File: src/rtl/tlbclk_pkg.sv
package tlbclk_pkg;

    localparam int CFG_W = 5;
    localparam int SLOT_W = 4;
    localparam int COUNT_W = 32;
    localparam int APB_DATA_W = 32;
    localparam int APB_ADDR_W = 2;

    localparam logic [APB_ADDR_W-1:0] ADDR_ACTIVE_ENTRIES = 2'd0;
    localparam logic [CFG_W-1:0] ACTIVE_ENTRIES_RESET = 5'd16;

    localparam logic KIND_LOOKUP = 1'b0;
    localparam logic KIND_FILL = 1'b1;

    typedef struct packed {
        logic load;
        logic lookup_commit;
        logic fill_free;
        logic sweep_clear;
        logic fill_victim;
    } tlbclk_cmd_t;

    typedef struct packed {
        logic is_fill;
        logic has_invalid;
        logic ptr_used;
        logic out_free;
    } tlbclk_status_t;

endpackage

File: src/rtl/tlbclk_ctrl.sv
module tlbclk_ctrl
(
    input  logic                       clk,
    input  logic                       rst_n,
    input  logic                       in_valid,
    output logic                       in_ready,
    input  tlbclk_pkg::tlbclk_status_t status,
    output tlbclk_pkg::tlbclk_cmd_t    cmd
);

    typedef enum logic [1:0]
    {
        ST_IDLE,
        ST_LOOK,
        ST_SWEEP
    } state_t;

    state_t state_reg;
    state_t state_next;
    logic   in_ready_reg;
    logic   in_ready_next;

    always_comb
    begin
        cmd = '0;
        state_next = state_reg;
        in_ready_next = in_ready_reg;
        case (state_reg)
            ST_IDLE:
            begin
                if (in_valid && in_ready_reg)
                begin
                    cmd.load = 1'b1;
                    state_next = ST_LOOK;
                    in_ready_next = 1'b0;
                end
            end
            ST_LOOK:
            begin
                if (status.is_fill == tlbclk_pkg::KIND_LOOKUP)
                begin
                    if (status.out_free)
                    begin
                        cmd.lookup_commit = 1'b1;
                        state_next = ST_IDLE;
                        in_ready_next = 1'b1;
                    end
                end
                else if (status.has_invalid)
                begin
                    if (status.out_free)
                    begin
                        cmd.fill_free = 1'b1;
                        state_next = ST_IDLE;
                        in_ready_next = 1'b1;
                    end
                end
                else
                begin
                    state_next = ST_SWEEP;
                end
            end
            ST_SWEEP:
            begin
                if (status.ptr_used)
                begin
                    cmd.sweep_clear = 1'b1;
                end
                else if (status.out_free)
                begin
                    cmd.fill_victim = 1'b1;
                    state_next = ST_IDLE;
                    in_ready_next = 1'b1;
                end
            end
            default:
            begin
                state_next = ST_IDLE;
                in_ready_next = 1'b1;
            end
        endcase
    end

    always_ff @(posedge clk or negedge rst_n)
    begin
        if (!rst_n)
        begin
            state_reg <= ST_IDLE;
            in_ready_reg <= 1'b1;
        end
        else
        begin
            state_reg <= state_next;
            in_ready_reg <= in_ready_next;
        end
    end

    assign in_ready = in_ready_reg;

endmodule

File: src/rtl/tlbclk_dp.sv
module tlbclk_dp
#(
    parameter int ENTRIES = 16,
    parameter int PAGE_BITS = 20,
    parameter int FRAME_BITS = 20
)
(
    input  logic                               clk,
    input  logic                               rst_n,
    input  tlbclk_pkg::tlbclk_cmd_t            cmd,
    output tlbclk_pkg::tlbclk_status_t         status,
    input  logic [tlbclk_pkg::CFG_W-1:0]       active_entries,
    input  logic                               kind,
    input  logic [PAGE_BITS-1:0]               page_number,
    input  logic [FRAME_BITS-1:0]              frame_in,
    input  logic                               write_access,
    output logic                               out_valid,
    input  logic                               out_ready,
    output logic                               hit,
    output logic [FRAME_BITS-1:0]              frame_out,
    output logic [tlbclk_pkg::SLOT_W-1:0]      slot,
    output logic [tlbclk_pkg::COUNT_W-1:0]     hit_total
);

    localparam int IDX_W = $clog2(ENTRIES);
    localparam int CMP_W = (IDX_W + 1 > tlbclk_pkg::CFG_W) ? IDX_W + 1 : tlbclk_pkg::CFG_W;

    logic                              kind_reg;
    logic [PAGE_BITS-1:0]              page_reg;
    logic [FRAME_BITS-1:0]             frame_in_reg;
    logic                              write_reg;
    logic [IDX_W-1:0]                  ptr_reg;
    logic [IDX_W-1:0]                  ptr_next;
    logic [ENTRIES-1:0]                valid_reg;
    logic [ENTRIES-1:0]                valid_next;
    logic [ENTRIES-1:0]                used_reg;
    logic [ENTRIES-1:0]                used_next;
    logic [ENTRIES-1:0]                dirty_reg;
    logic [ENTRIES-1:0]                dirty_next;
    logic [tlbclk_pkg::COUNT_W-1:0]    count_reg;
    logic [tlbclk_pkg::COUNT_W-1:0]    count_next;
    logic                              out_valid_reg;
    logic                              out_valid_next;
    logic                              hit_reg;
    logic                              hit_next;
    logic [FRAME_BITS-1:0]             frame_out_reg;
    logic [FRAME_BITS-1:0]             frame_out_next;
    logic [IDX_W-1:0]                  slot_reg;
    logic [IDX_W-1:0]                  slot_next;
    logic [tlbclk_pkg::COUNT_W-1:0]    total_reg;
    logic [tlbclk_pkg::COUNT_W-1:0]    total_next;

    logic [PAGE_BITS-1:0]              tag_mem [ENTRIES];
    logic [FRAME_BITS-1:0]             frame_mem [ENTRIES];

    logic [ENTRIES-1:0]                active_vec;
    logic [ENTRIES-1:0]                match_vec;
    logic [ENTRIES-1:0]                free_vec;
    logic                              match_any;
    logic [IDX_W-1:0]                  match_idx;
    logic                              free_any;
    logic [IDX_W-1:0]                  free_idx;
    logic [IDX_W-1:0]                  ptr_inc;
    logic                              ptr_last;
    logic                              out_free;
    logic                              write_en;
    logic [IDX_W-1:0]                  write_idx;

    for (genvar i = 0; i < ENTRIES; i++)
    begin : g_lane
        assign active_vec[i] = (i == 0) || (CMP_W'(i) < CMP_W'(active_entries));
        assign match_vec[i] = active_vec[i] && valid_reg[i] && (tag_mem[i] == page_reg);
        assign free_vec[i] = active_vec[i] && !valid_reg[i];
    end

    always_comb
    begin
        match_any = 1'b0;
        match_idx = '0;
        free_any = 1'b0;
        free_idx = '0;
        for (int i = ENTRIES - 1; i >= 0; i--)
        begin
            if (match_vec[i])
            begin
                match_any = 1'b1;
                match_idx = IDX_W'(i);
            end
            if (free_vec[i])
            begin
                free_any = 1'b1;
                free_idx = IDX_W'(i);
            end
        end
    end

    assign ptr_inc = ptr_reg + 1'b1;
    assign ptr_last = (ptr_reg == IDX_W'(ENTRIES - 1)) || !active_vec[ptr_inc];
    assign out_free = !out_valid_reg || out_ready;

    assign status.is_fill = kind_reg;
    assign status.has_invalid = free_any;
    assign status.ptr_used = used_reg[ptr_reg];
    assign status.out_free = out_free;

    assign write_en = cmd.fill_free || cmd.fill_victim;
    assign write_idx = cmd.fill_free ? free_idx : ptr_reg;

    always_comb
    begin
        valid_next = valid_reg;
        used_next = used_reg;
        dirty_next = dirty_reg;
        count_next = count_reg;
        ptr_next = ptr_reg;
        out_valid_next = out_valid_reg && !out_ready;
        hit_next = hit_reg;
        frame_out_next = frame_out_reg;
        slot_next = slot_reg;
        total_next = total_reg;

        if (cmd.load)
        begin
            ptr_next = '0;
        end

        if (cmd.lookup_commit)
        begin
            if (match_any)
            begin
                count_next = count_reg + 1'b1;
                used_next[match_idx] = 1'b1;
                if (write_reg)
                begin
                    dirty_next[match_idx] = 1'b1;
                end
            end
            out_valid_next = 1'b1;
            hit_next = match_any;
            frame_out_next = match_any ? frame_mem[match_idx] : '0;
            slot_next = match_any ? match_idx : '0;
            total_next = count_next;
        end

        if (cmd.sweep_clear)
        begin
            used_next[ptr_reg] = 1'b0;
            ptr_next = ptr_last ? '0 : ptr_inc;
        end

        if (write_en)
        begin
            valid_next[write_idx] = 1'b1;
            if (cmd.fill_victim)
            begin
                used_next[write_idx] = 1'b1;
            end
            out_valid_next = 1'b1;
            hit_next = 1'b0;
            frame_out_next = frame_in_reg;
            slot_next = write_idx;
            total_next = count_reg;
        end
    end

    always_ff @(posedge clk or negedge rst_n)
    begin
        if (!rst_n)
        begin
            valid_reg <= '0;
            used_reg <= '0;
            dirty_reg <= '0;
            count_reg <= '0;
            ptr_reg <= '0;
            out_valid_reg <= 1'b0;
        end
        else
        begin
            valid_reg <= valid_next;
            used_reg <= used_next;
            dirty_reg <= dirty_next;
            count_reg <= count_next;
            ptr_reg <= ptr_next;
            out_valid_reg <= out_valid_next;
        end
    end

    always_ff @(posedge clk)
    begin
        hit_reg <= hit_next;
        frame_out_reg <= frame_out_next;
        slot_reg <= slot_next;
        total_reg <= total_next;
        if (cmd.load)
        begin
            kind_reg <= kind;
            page_reg <= page_number;
            frame_in_reg <= frame_in;
            write_reg <= write_access;
        end
        if (write_en)
        begin
            tag_mem[write_idx] <= page_reg;
            frame_mem[write_idx] <= frame_in_reg;
        end
    end

    for (genvar b = 0; b < tlbclk_pkg::SLOT_W; b++)
    begin : g_slot
        if (b < IDX_W)
        begin : g_bit
            assign slot[b] = slot_reg[b];
        end
        else
        begin : g_zero
            assign slot[b] = 1'b0;
        end
    end

    assign out_valid = out_valid_reg;
    assign hit = hit_reg;
    assign frame_out = frame_out_reg;
    assign hit_total = total_reg;

endmodule

File: src/rtl/tlb_lookup_clock_replacement.sv
// Channel   Direction  Handshake                  Payload
// request   in         in_valid / in_ready        kind, page_number, frame_in, write_access
// result    out        out_valid / out_ready      hit, frame_out, slot, hit_total
// config    in         psel, penable, pwrite      paddr, pwdata, prdata (pready tied high)
//
// A lookup, or a fill into an invalid entry, is decided in the look state and its result is
// registered in the output register; the next request is accepted once the block is idle.
// A fill into a full set clears one used mark per cycle, then replaces the first unused entry.
// A new request is accepted only after the previous result is in the output register.
// A stalled result holds the final step of a request until the output register is free.
// Reset clears all valid, used and dirty marks and the hit counter; no clearing pass is needed.
module tlb_lookup_clock_replacement
#(
    parameter int ENTRIES = 16,
    parameter int PAGE_BITS = 20,
    parameter int FRAME_BITS = 20
)
(
    input  logic                                  clk,
    input  logic                                  rst_n,
    input  logic                                  in_valid,
    output logic                                  in_ready,
    input  logic                                  kind,
    input  logic [PAGE_BITS-1:0]                  page_number,
    input  logic [FRAME_BITS-1:0]                 frame_in,
    input  logic                                  write_access,
    output logic                                  out_valid,
    input  logic                                  out_ready,
    output logic                                  hit,
    output logic [FRAME_BITS-1:0]                 frame_out,
    output logic [tlbclk_pkg::SLOT_W-1:0]         slot,
    output logic [tlbclk_pkg::COUNT_W-1:0]        hit_total,
    input  logic                                  psel,
    input  logic                                  penable,
    input  logic                                  pwrite,
    input  logic [tlbclk_pkg::APB_ADDR_W-1:0]     paddr,
    input  logic [tlbclk_pkg::APB_DATA_W-1:0]     pwdata,
    output logic [tlbclk_pkg::APB_DATA_W-1:0]     prdata,
    output logic                                  pready
);

    tlbclk_pkg::tlbclk_cmd_t         cmd;
    tlbclk_pkg::tlbclk_status_t      status;
    logic [tlbclk_pkg::CFG_W-1:0]    active_reg;
    logic [tlbclk_pkg::CFG_W-1:0]    active_next;
    logic                            cfg_write;

    assign pready = 1'b1;
    assign cfg_write = psel && penable && pwrite && (paddr == tlbclk_pkg::ADDR_ACTIVE_ENTRIES);
    assign active_next = cfg_write ? pwdata[tlbclk_pkg::CFG_W-1:0] : active_reg;

    always_ff @(posedge clk or negedge rst_n)
    begin
        if (!rst_n)
        begin
            active_reg <= tlbclk_pkg::ACTIVE_ENTRIES_RESET;
        end
        else
        begin
            active_reg <= active_next;
        end
    end

    always_comb
    begin
        prdata = '0;
        case (paddr)
            tlbclk_pkg::ADDR_ACTIVE_ENTRIES:
            begin
                prdata = tlbclk_pkg::APB_DATA_W'(active_reg);
            end
            default:
            begin
                prdata = '0;
            end
        endcase
    end

    tlbclk_ctrl u_ctrl
    (
        .clk      (clk),
        .rst_n    (rst_n),
        .in_valid (in_valid),
        .in_ready (in_ready),
        .status   (status),
        .cmd      (cmd)
    );

    tlbclk_dp
    #(
        .ENTRIES    (ENTRIES),
        .PAGE_BITS  (PAGE_BITS),
        .FRAME_BITS (FRAME_BITS)
    )
    u_dp
    (
        .clk            (clk),
        .rst_n          (rst_n),
        .cmd            (cmd),
        .status         (status),
        .active_entries (active_reg),
        .kind           (kind),
        .page_number    (page_number),
        .frame_in       (frame_in),
        .write_access   (write_access),
        .out_valid      (out_valid),
        .out_ready      (out_ready),
        .hit            (hit),
        .frame_out      (frame_out),
        .slot           (slot),
        .hit_total      (hit_total)
    );

    // An accepted request closes the input until its result is produced.
    assert property (@(posedge clk) disable iff (!rst_n)
        (in_valid && in_ready) |=> !in_ready)
        else $error("request accepted while a previous request is still in progress");

    // A fresh result appears only at the end of a request's processing.
    assert property (@(posedge clk) disable iff (!rst_n)
        $rose(out_valid) |-> ($past(!in_ready) && in_ready))
        else $error("result produced outside the end of a request");

    // A lookup miss always reports a zero frame and slot zero.
    assert property (@(posedge clk) disable iff (!rst_n)
        (out_valid && !hit && $rose(out_valid) && $past(cmd.lookup_commit))
        |-> (frame_out == '0 && slot == '0))
        else $error("lookup miss returned a nonzero frame or slot");

endmodule
File: config.mk
export PLATFORM = sky130hd
export DESIGN_NAME = tlb_lookup_clock_replacement
export DESIGN_NICKNAME = d
export VERILOG_FILES = /design/src/rtl/tlbclk_pkg.sv /design/src/rtl/tlbclk_ctrl.sv /design/src/rtl/tlbclk_dp.sv /design/src/rtl/tlb_lookup_clock_replacement.sv
export SDC_FILE = /design/constraint.sdc
export NUM_CORES = 1
export LEC_CHECK = 0
export BUFFER_PORTS_ARGS = -buffer_cell sky130_fd_sc_hd__clkbuf_2
export CORE_MARGIN = 2
export CORE_UTILIZATION = 60
export DETAILED_ROUTE_END_ITERATION = 10
export PLACE_DENSITY = 0.82
export SLEW_MARGIN = 20
export SYNTH_ARGS = -nofsm -noshare
export SYNTH_HDL_FRONTEND = slang
export SYNTH_SLANG_ARGS = --single-unit
File: constraint.sdc
create_clock -name clk -period 15.05 [get_ports clk]
set_clock_uncertainty 0.2 [all_clocks]
set_input_delay 3.7625 -clock clk [delete_from_list [all_inputs] [get_ports clk]]
set_output_delay 3.7625 -clock clk [all_outputs]
set_load 0.02 [all_outputs]
== After elaboration in Yosys (flattened, before gate mapping) ==
Memory sizes are Yosys's and may differ from the RTL's.
Cells that the tools add are included.
Word-level totals
  bits in registers: 175
  RAM bits: 640
  word-level logic and storage cells: 268
  memories kept: 2
Memories
  u_dp.frame_mem: words 16, bits a word 20, rd ports 1, clocked after Yosys merged registers in 0, wr ports 1, line tlbclk_dp.sv:54  | logic [FRAME_BITS-1:0] frame_mem [ENTRIES];
  u_dp.tag_mem: words 16, bits a word 20, rd ports 16, clocked after Yosys merged registers in 0, wr ports 1, line tlbclk_dp.sv:53  | logic [PAGE_BITS-1:0] tag_mem [ENTRIES];
Cells by class
  $add $sub $neg: 2
  magnitude comparators: 22
  equal/unequal tests: 22
  mux-type cells: 119
  bitwise logic cells: 5
  reductions and logical operators: 81
Operators with widths (count)
  $eq A20 B20 Y1: 16
  $mux W4: 39
  $mux W32: 3
  $mux W16: 5
  $mux W20: 3
  $logic_and A1 B1 Y1: 54
  $mux W1: 54
  $or A16 B16 Y16: 3
  $lt A4 B5 Y1 const A: 8
  $add A32 B1 Y32 const B: 1
  $lt A3 B5 Y1 const A: 4
  $lt A4 B5 Y1 const B: 4
  $logic_not A1 Y1: 18
  $and A16 B16 Y16: 1
  $not A16 Y16: 1
  $mux W2: 7
  $demux W1 S4: 3
  $ge A4 B1 Y1 const B: 3
  $lt A2 B5 Y1 const A: 2
  $bmux W1 S4: 2
  $pmux W2 S3: 1
  $lt A1 B5 Y1 const A: 1
  $mux W5: 1
  $add A4 B1 Y4 const B: 1
  12 further kinds: 16

== Logic depth before layout (Yosys ltp) ==
  word-level depth: 31
  gate-level depth with buffers: 16

== Cells and area by module ==
From an unflattened synthesis, not the netlist that was laid out.
Second synthesis, totals
  cells, all modules: 2592
  area, all modules: 36191.0 um^2
Modules (own cells, without submodules)
  tlbclk_dp: times used 1, cells an instance 2513, area an instance 35440.2 um^2, seq. area each 23877.9 um^2
  tlb_lookup_clock_replacement: times used 1, cells an instance 47, area an instance 470.5 um^2, seq. area each 126.4 um^2
  tlbclk_ctrl: times used 1, cells an instance 32, area an instance 280.3 um^2, seq. area each 76.3 um^2

== Least setup slack after synthesis ==
Ideal clock, no wire load.
  path kind: input to register
  start: input out_ready
  end: memory u_dp.frame_mem[10][0], enable pin
  library setup time: 0.488 ns
  arrival: 7.692 ns
  setup slack: 6.669 ns
  stages on the path: 8
  path buffers: 1
  cell sequence: nor2b_1 nor2_1 nand2_1 nor3_1 a21oi_1 nand2b_1 clkbuf_1 nor3_1
On the way
  cells in the longest elaborated chain, start to end: 8
  elaborated cells between the ends (all ways): 11
  classes of those cells: mux (9); reduce/logical (2)
Ends and longest elaborated chain
  start, declared: line tlb_lookup_clock_replacement.sv:28  | input logic out_ready,
  $logic_or A1 B1 Y1 (*): line tlbclk_dp.sv:99  | assign out_free = !out_valid_reg || out_ready;
  $mux W1 (*): line tlbclk_ctrl.sv:51, tlbclk_ctrl.sv:69
  $mux W1: line tlbclk_ctrl.sv:49  | else if (status.has_invalid)
  $mux W1: line tlbclk_ctrl.sv:40  | if (status.is_fill == tlbclk_pkg::KIND_LOOKUP)
  $mux W2: line tlbclk_ctrl.sv:28  | case (state_reg)
  $logic_or A1 B1 Y1: line tlbclk_dp.sv:106  | assign write_en = cmd.fill_free || cmd.fill_victim;
  $mux W1: line tlbclk_dp.sv:201  | if (write_en)
  $mux W1 (not written as such): line tlbclk_dp.sv:204  | frame_mem[write_idx] <= frame_in_reg;
  end, declared: line tlbclk_dp.sv:54
Every way passes the cells marked *; elsewhere a longest branch is shown, timed or not.

== Final worst setup path ==
  start: input paddr[1] in the netlist's numbering
  end: output prdata[1] in the netlist's numbering
On the way
  cells in the longest elaborated chain, start to end: 2
Ends and longest elaborated chain
  start, declared: line tlb_lookup_clock_replacement.sv:36  | input logic [tlbclk_pkg::APB_ADDR_W-1:0] paddr,
  $logic_not A2 Y1: line tlb_lookup_clock_replacement.sv:67  | case (paddr)
  $mux W5: line tlb_lookup_clock_replacement.sv:67
  end, declared: line tlb_lookup_clock_replacement.sv:38  | output logic [tlbclk_pkg::APB_DATA_W-1:0] prdata,
No other way between the ends.

==> impl_metrics.tcl <==
set metrics [dict create \
    outcome "finished clean" \
    die_y_um 247 \
    fin_tns_setup_ns 0 \
    vias 21970 \
    antenna_found_initial 1 \
    ios 175 \
    cts_buffers 80 \
    synth_cells 2453 \
    grtUsageMet2 0.458 \
    fmax_mhz 120 \
    setup.worst_path.start_class "input pin" \
    final.min_clock_period_ns 8.35 \
    via_per_inst 6.38 \
    crit_top_cell "clkbuf_2" \
    grt_usage 0.281 \
    die_area_mm2 0.0612 \
    yosys_warnings 0 \
    htree_levels 3 \
    start_util 0.605 \
    yosysTopAreaCellShare 0.623 \
    max-slew-margin-rel 0.246 \
    worstPathBufferInverterCount 2 \
    wl_per_cell_um 24.9 \
    grt_pass1_vias 22295 \
    synthFlopType "edfxtp_1" \
    rows 89 \
    finalCritPeriodShare 0.555 \
    cts_tree "built" \
    ys_seq_elements 815 \
    critPathSlowestCell "nor2_1" \
    clockBufferDepth 3 \
    yosys.area.top_type "edfxtp_1" \
    r2r_setup_slack_ns 8.34 \
    drc 0 \
    clkTransAtPathRegs_ns 0.06 \
    crit_type "in2out" \
    dr.pass1.iters 9 \
    p_leak_nw 13.9 \
    irDropWorstVdd_uv 115 \
    grtUsageMet3 0.0529 \
    synth_edf_count 737 \
    post-dp-hpwl_um 50100 \
    ant_nets 0 \
    layout_commonest_cell "edfxtp_1" \
    drt-initial-drc-count 2607 \
    layout-drive-gt1-share 0.148 \
    cellPowerDensity_mw_per_mm2 145 \
    rsz0062_at_grt "no" \
    clkLatencyLatePin_ns 0.66 \
    grt_overflow 0 \
    port_buffers 118 \
    cts_resized 0 \
    tightest_slew_ns 1.13 \
    antennaDiodeCount 0 \
    maxCapViolations 0 \
    dp_cells 3297 \
    crit_arrival_ns 4.38 \
    hold_class "reg2reg" \
    ys_seq_area_frac 0.677 \
    synth_cell_types 82 \
    wirelength_um 85900 \
    grt_busiest_layer "met2" \
    cpPeakStageDelay_ns 0.20 \
    core_area_mm2 0.0588 \
    critPathCaptureType "output port" \
    critPathTopFamily "simple AND/OR/NAND/NOR gates" \
    final_cell_mix "edfxtp_1, xor2_1, nand2_1" \
    grt_pass1_wl_um 129000 \
    ys_async_sr_fraction 0.0945 \
    finalSetupViolCount 0 \
    netlist_area_mm2 0.0355 \
    root_buffer "clkbuf_16" \
    path_cells "clkbuf_2 > nor2_1 > and2_1 > clkbuf_2" \
    cp.required_ns 11.09 \
    cts_num_sinks 815 \
    nNetsFinal 2698 \
    place.gp.congestion 0.919 \
    largestRegisters "u_dp.frame_mem: 320 flops, u_dp.tag_mem: 320 flops" \
    cts_setup_buffers 0 \
    synthTopCellsByArea "edfxtp_1, xor2_1, dfrtp_1" \
    worstPathMaxFanout 4 \
    grt_max_degree 80 \
    finalHoldViolCount 0 \
    grt_use_met1 0.372 \
    ctsHoldBuffers 0 \
    finalNonFillerCells 3443 \
    die_w_um 247 \
    areaGrowthSynthToFinish_pct 11.5 \
    finalMaxSlewViolations 0 \
    syn_avg_cell_area_um2 14.5 \
]
## routing by layer
| metal | up-vias | wire (um) | share of wire |
|---|---|---|---|
| met4 | 0 | 3230 | 0.038 |
| met3 | 234 | 8520 | 0.099 |
| li1 | 9551 | - | - |
| met2 | 1266 | 40900 | 0.48 |
| met1 | 10919 | 33200 | 0.39 |
| met5 | - | 0 | 0 |
## power breakdown
| part | total (W) | switching (W) | internal [W] |
|---|---|---|---|
| Combinational | 0.000889 | 0.000635 | 0.000254 |
| Sequential | 0.00287 | 0.000131 | 0.00274 |
| Clock | 0.00200 | 0.000873 | 0.00113 |
| Total | 0.00576 | 0.00164 | 0.00412 |
## kinds of logic after synthesis
| group | count (synthesis) | share of synthesized area |
|---|---|---|
| AOI/OAI and AO/OA | 249 | 0.0504 |
| and+or+nand+nor | 694 | 0.104 |
| muxes | 146 | 0.0448 |
| adders and majority gates | 9 | 0.00317 |
| other | 2 | 0.000211 |
| xor gates and xnor gates | 388 | 0.0956 |
| buffers and inverters | 150 | 0.0248 |
| DFF | 815 | 0.677 |
## synthesized netlist by cell type (31+ instances only)
cell type,number
a21oi_1,47
xnor2_1,141
nand2_1,165
mux2_2,38
nor3_1,66
nor2_1,116
mux2i_1,96
nand4_1,65
o21ai_0,35
xor2_1,247
nand3_1,31
buf_2,44
nor4_1,101
buf_4,41
dfrtp_1,75
edfxtp_1,737
## cell type report
class / instances / area (um2)
clock buffer: 102 / 2100
clock inverter: 44 / 531
fill: 3871 / 19200
inverter: 23 / 86.3
multi-input combinational: 1514 / 10900
sequential: 815 / 24100
tap: 773 / 967
timing repair buffer: 172 / 1000
## final timing paths
check                                          startpoint  cells after the start                        endpoint
min in group asynchronous                           rst_n                      1       active_reg[1]$_DFFE_PN0P_
hold reg to reg            u_dp.count_reg[26]$_DFFE_PN0P_                      1  u_dp.count_reg[26]$_DFFE_PN0P_
hold / removal             u_dp.count_reg[26]$_DFFE_PN0P_                      1  u_dp.count_reg[26]$_DFFE_PN0P_
setup / recovery                                 paddr[1]                      4                       prdata[1]
setup reg to reg                active_reg[3]$_DFFE_PN0P_                     13     u_dp.frame_out[1]$_DFFE_PP_
max in group asynchronous                           rst_n                      1   u_dp.valid_reg[8]$_DFFE_PN0P_
## stage by stage
stage	hold slack [ns]	setup WS [ns]	utilization	total power [W]	cell area, um2
after floorplan	0.261	6.67	-	0.00346	35600
after global placement	0.275	6.74	0.629	0.00374	37000
after detailed placement	0.302	6.69	0.629	0.00378	37000
after CTS	0.314	6.69	0.674	0.00577	39600
after global routing	0.321	6.63	0.674	0.00595	39600
final	0.311	6.70	0.674	0.00576	39600
Power figures use the tool's default switching activity.
